File: src/hdl/assert_macros.svh
// Assertion macros shared by the smoother RTL.
// Included by msm_window; the top level also uses its macros.
`ifndef ASSERT_MACROS_SVH
`define ASSERT_MACROS_SVH
`ifndef ASSERT_OFF
// Property that must hold at every clock edge outside reset.
`define MSM_ASSERT_PROP(lbl, clk, rst_n, prop, msg) \
    lbl: assert property (@(posedge clk) disable iff (!rst_n) prop) else $error(msg);
// Condition that must never be true outside reset.
`define MSM_ASSERT_NEVER(lbl, clk, rst_n, cond, msg) \
    lbl: assert property (@(posedge clk) disable iff (!rst_n) !(cond)) else $error(msg);
`else
`define MSM_ASSERT_PROP(lbl, clk, rst_n, prop, msg)
`define MSM_ASSERT_NEVER(lbl, clk, rst_n, cond, msg)
`endif
`endif

File: src/hdl/msm_pkg.sv
// Types and constants of the median and lowpass smoother.
// No dependencies; used by msm_window, msm_lowpass and the top level.
package msm_pkg;

    localparam int SAMPLE_W = 32;
    localparam int COEFF_W  = 17;
    localparam int SIZE_W   = 6;
    localparam int CMD_W    = 2;
    localparam int CHAN_W   = 4;

    localparam logic [COEFF_W-1:0] COEFF_ONE = 17'd65536;

    localparam logic [CMD_W-1:0] CMD_SAMPLE = 2'd0;
    localparam logic [CMD_W-1:0] CMD_CLEAR  = 2'd1;
    localparam logic [CMD_W-1:0] CMD_SIZE   = 2'd2;
    localparam logic [CMD_W-1:0] CMD_COEFF  = 2'd3;

    typedef logic signed [SAMPLE_W-1:0] sample_t;

    // One pass over a sorted window: optionally drop one copy of old_val,
    // then insert new_val.
    typedef struct packed {
        logic    del;
        sample_t old_val;
        sample_t new_val;
    } pass_req_t;

endpackage

File: src/hdl/msm_lowpass.sv
// One-pole lowpass datapath: two registered products, then sum and shift.
// Depends on msm_pkg.
module msm_lowpass (
    input  logic                          clk,
    input  logic                          mul_en,
    input  logic [msm_pkg::COEFF_W-1:0]   coeff,
    input  msm_pkg::sample_t              med,
    input  msm_pkg::sample_t              y_old,
    output msm_pkg::sample_t              y_new
);

    logic signed [49:0] prod_a_reg;
    logic signed [49:0] prod_b_reg;
    logic signed [50:0] acc;
    logic [msm_pkg::COEFF_W-1:0] coeff_inv;

    assign coeff_inv = msm_pkg::COEFF_ONE - coeff;

    always_ff @(posedge clk)
    begin
        if (mul_en)
        begin
            prod_a_reg <= $signed({1'b0, coeff}) * med;
            prod_b_reg <= $signed({1'b0, coeff_inv}) * y_old;
        end
    end

    // Bits 47:16 of the sum are the floored shift by 16, wrapped to 32 bits.
    assign acc   = 51'(prod_a_reg) + 51'(prod_b_reg);
    assign y_new = acc[47:16];

endmodule

File: config.mk
export PLATFORM = sky130hd
export DESIGN_NAME = msm_lowpass
export DESIGN_NICKNAME = d
export VERILOG_FILES = /design/src/hdl/assert_macros.svh /design/src/hdl/msm_pkg.sv /design/src/hdl/msm_lowpass.sv
export SDC_FILE = /design/constraint.sdc
export NUM_CORES = 2
export LEC_CHECK = 0
export BUFFER_PORTS_ARGS = -buffer_cell sky130_fd_sc_hd__buf_2
export CAP_MARGIN = 20
export CORE_MARGIN = 3
export CORE_UTILIZATION = 33
export DETAILED_ROUTE_END_ITERATION = 12
export PLACE_DENSITY = 0.49
export RECOVER_POWER = 25
export SLEW_MARGIN = 20
export SYNTH_ARGS = -nofsm -noshare
export SYNTH_HDL_FRONTEND = slang
export SYNTH_SLANG_ARGS = --single-unit
File: constraint.sdc
create_clock -name clk -period 10.5 [get_ports clk]
set_clock_uncertainty 0.15 [all_clocks]
set_input_delay 0 -clock clk [delete_from_list [all_inputs] [get_ports clk]]
set_output_delay 0 -clock clk [all_outputs]
set_load 0.005 [all_outputs]
==> run_results.csv <==
group,metric,value,unit
outcome,status,"complete, but fails checks",
outcome,violations,"max-capacitance violations, max-slew violations",
critical_path,worstSetupPathType,"input port to flip-flop",
clock_network,post_cts_buffers,0,
routing,viasPerCell,4.747,
layout,fillers,13000,
placed_design,place_inst,6158,
routing,vias,29330,
floorplan,io_pins,115,
floorplan,dieArea,131000,µm²
timing,relSlewSlack,-1.003,
layout,fin_cells,6177,
synthesis,yosysSeqAreaShare,0.06894,
critical_path,critPathLaunchType,"input port",
synthesis,yosys.area.top_type,"fa_1",
routing,first_iter_violations,1328,
synthesis,ys_async_sr_fraction,0,
clock_network,clockBufferDepth,2,
timing,slew_violations,99,
clock_network,cts_sinks,96,
routing,drt_pass1_iterations,5,
synthesis,synth_edf_count,96,
grt,antenna_found_initial,4,
grt,grt_max_degree,55,
grt,grt_pass1_vias,32530,
run,drv_cap,2,
clock_network,cts.htree.levels,3,
layout,finalNetCount,5906,
clock_network,postCtsHoldBufs,0,
synthesis,ys_ff_latch,96,
synthesis,yosysWarnings,0,
layout,final_area,44470,µm²
floorplan,rows,129,
synthesis,synthTopCellsByArea,"fa_1 (49%), inv_1 (10%), ha_1 (8.2%)",
floorplan,core_area,124800,µm²
critical_path,path_max_fanout,32,
timing,max_slew.worst_pin.slew,3.005,ns
timing,tns,0,ns
routing,ant_nets,0,
floorplan,initial_core_util,0.3352,
placed_design,gp_congestion,0.8122,
clock_network,clk_pin_slew_worst_paths,0.07,ns
synthesis,syn-num-nets,5937,
layout,seqCellArea,2883,µm²
synthesis,syn_area,41820,µm²
clock_network,cts_resized,0,
critical_path,arrival,8.98,ns
routing,drc,0,
critical_path,cp-startpoint,"coeff[2]",
layout,multi_input_area,34060,µm²
synthesis,synthDominantCellAreaShare,0.4873,
synthesis,syn_inst,4563,
grt,globalRouteTotalUtil,0.1754,
critical_path,worstPathRequired,10.47,ns
timing,fmax,111.0,MHz
synthesis,synthFlopType,"edfxtp_1",
synthesis,ys_types,71,
synthesis,avgSynthCellArea,9.164,µm²
grt,grt_first_pass_wirelength,180700,µm
routing,post_drt_wl_per_cell,17.86,µm
min_path,hold_path.class,"input port to flip-flop",
critical_path,cp-end-kind,"flip-flop",
placed_design,place_area,44140,µm²
grt,grt_remaining_overflow,0,
timing,finalCritPeriodShare,0.8577,
timing,final.min_clock_period,9.006,ns
min_path,hold_start,"y_old[0]",
placed_design,port-buffer-count,114,
timing,rsz0062_at_grt,"no",
floorplan,die_h,362.0,µm
floorplan,die_w,362.0,µm
placed_design,dp_hpwl,90300,µm
layout,area_growth,6.337,%
timing,hold_viol_final,0,
clock_network,cts_inserted_buffers,9,
routing,wirelength,110300,µm
timing,setup_viol,0,
clock_network,root_buffer,"clkbuf_16",
layout,drive_gt1_frac,0.04364,
clock_network,cts_tree,"done",
## worst max-delay path: stages
cell and delay, ns:
buf_2 0.24, nor4_1 0.98, nor4b_1 0.44, and3_1 0.35, nor2b_1 0.25, xnor2_2 0.13, buf_4 0.40, and2_1 0.22
fa_1 0.45, fa_1 0.59, fa_1 0.45, fa_1 0.46, fa_1 0.49, inv_1 0.05, fa_1 0.56, inv_1 0.06
ha_1 0.38, a21o_1 0.17, a21o_1 0.12, a21oi_1 0.06, o21ai_0 0.29, nor2_1 0.09, a21oi_1 0.51, a41oi_1 0.40
o21ai_0 0.47, a31oi_1 0.16, xnor2_1 0.14
## per-layer routing
layer,up-vias,global-route usage,part of all wire
li1,13270,-,-
met1,15570,0.2345,0.44
met2,420,0.3164,0.51
met3,66,0.01679,0.033
met4,2,0.02150,0.012
met5,-,0,0.000063
## placed cells by master, fill, tap and decap left out, drive strengths merged, types with 5 or more instances in the layout
| cell type | count |
|---|---|
| o21ai | 50 |
| and2 | 417 |
| xnor2 | 113 |
| clkbuf | 12 |
| a21oi | 108 |
| edfxtp | 96 |
| inv | 1154 |
| nand4 | 9 |
| o31ai | 6 |
| nand3 | 20 |
| and4 | 8 |
| xor2 | 40 |
| o211ai | 6 |
| or2 | 5 |
| nor2 | 64 |
| fa | 1018 |
| nand2b | 12 |
| a211oi | 5 |
| buf | 144 |
| nor2b | 45 |
| o21a | 15 |
| a41oi | 5 |
| nand2 | 706 |
| and3 | 10 |
| a31oi | 14 |
| a31o | 5 |
| ha | 273 |
| nor3 | 14 |
| a211o | 5 |
| o21bai | 14 |
| a21o | 80 |
## per-stage QoR
step           hold WS (ns)  setup WS [ns]    util
6_report            0.08778          1.494  0.3564
4_1_cts             0.01280          1.731  0.3563
5_1_grt             0.09304          1.139  0.3563
3_3_place_gp         0.3920          1.452  0.3536
3_5_place_dp         0.4066          1.348  0.3538
2_1_floorplan      -0.03750          2.961       -
## logic make-up (layout without fill, tap and decap cells)
kind of cell    after synthesis  in the layout  share of synthesized area
flops                        96             96                    0.06894
buf+inv                    1342           1316                     0.1207
xor+xnor                    153            153                    0.03222
fa+ha+maj                  1291           1291                     0.5690
compound gates              352            352                    0.05571
simple gates               1328           1328                     0.1532
other cells                   0              3                          0
mux                           1              1                  0.0002394
## final cells by class
cell class,count,area share
sequential,96,0.06483
antenna,3,0.0001688
timing repair buffer,147,0.01854
tap,1637,0.04606
multi-input combinational,3125,0.7659
inverter,1153,0.09733
clock buffer,9,0.005065
clock inverter,7,0.002138
## synth_stat cells (6+ instances only)
| library cell | number |
|---|---|
| o21ai_0 | 50 |
| and3_1 | 10 |
| nor2b_1 | 45 |
| o211ai_1 | 6 |
| xnor2_1 | 112 |
| a21oi_1 | 108 |
| o21bai_1 | 14 |
| o21a_1 | 15 |
| and4_1 | 8 |
| clkbuf_1 | 181 |
| ha_1 | 273 |
| inv_1 | 1153 |
| and2_1 | 417 |
| nor3_1 | 14 |
| fa_1 | 1018 |
| nor2_1 | 64 |
| a21o_1 | 80 |
| nand3_1 | 20 |
| nand2_1 | 706 |
| nand4_1 | 9 |
| nand2b_1 | 12 |
| edfxtp_1 | 96 |
| a31oi_1 | 13 |
| xor2_1 | 40 |
## path summary, 6_finish.rpt
path,to,depth (start not counted),slack (ns)
setup / recovery,prod_b_reg[41]$_DFFE_PP_,27,1.49
hold / removal,prod_b_reg[0]$_DFFE_PP_,2,0.09
Power is not shown: default switching activity piles up to over one toggle a cycle in this logic, so the estimate is an artifact.
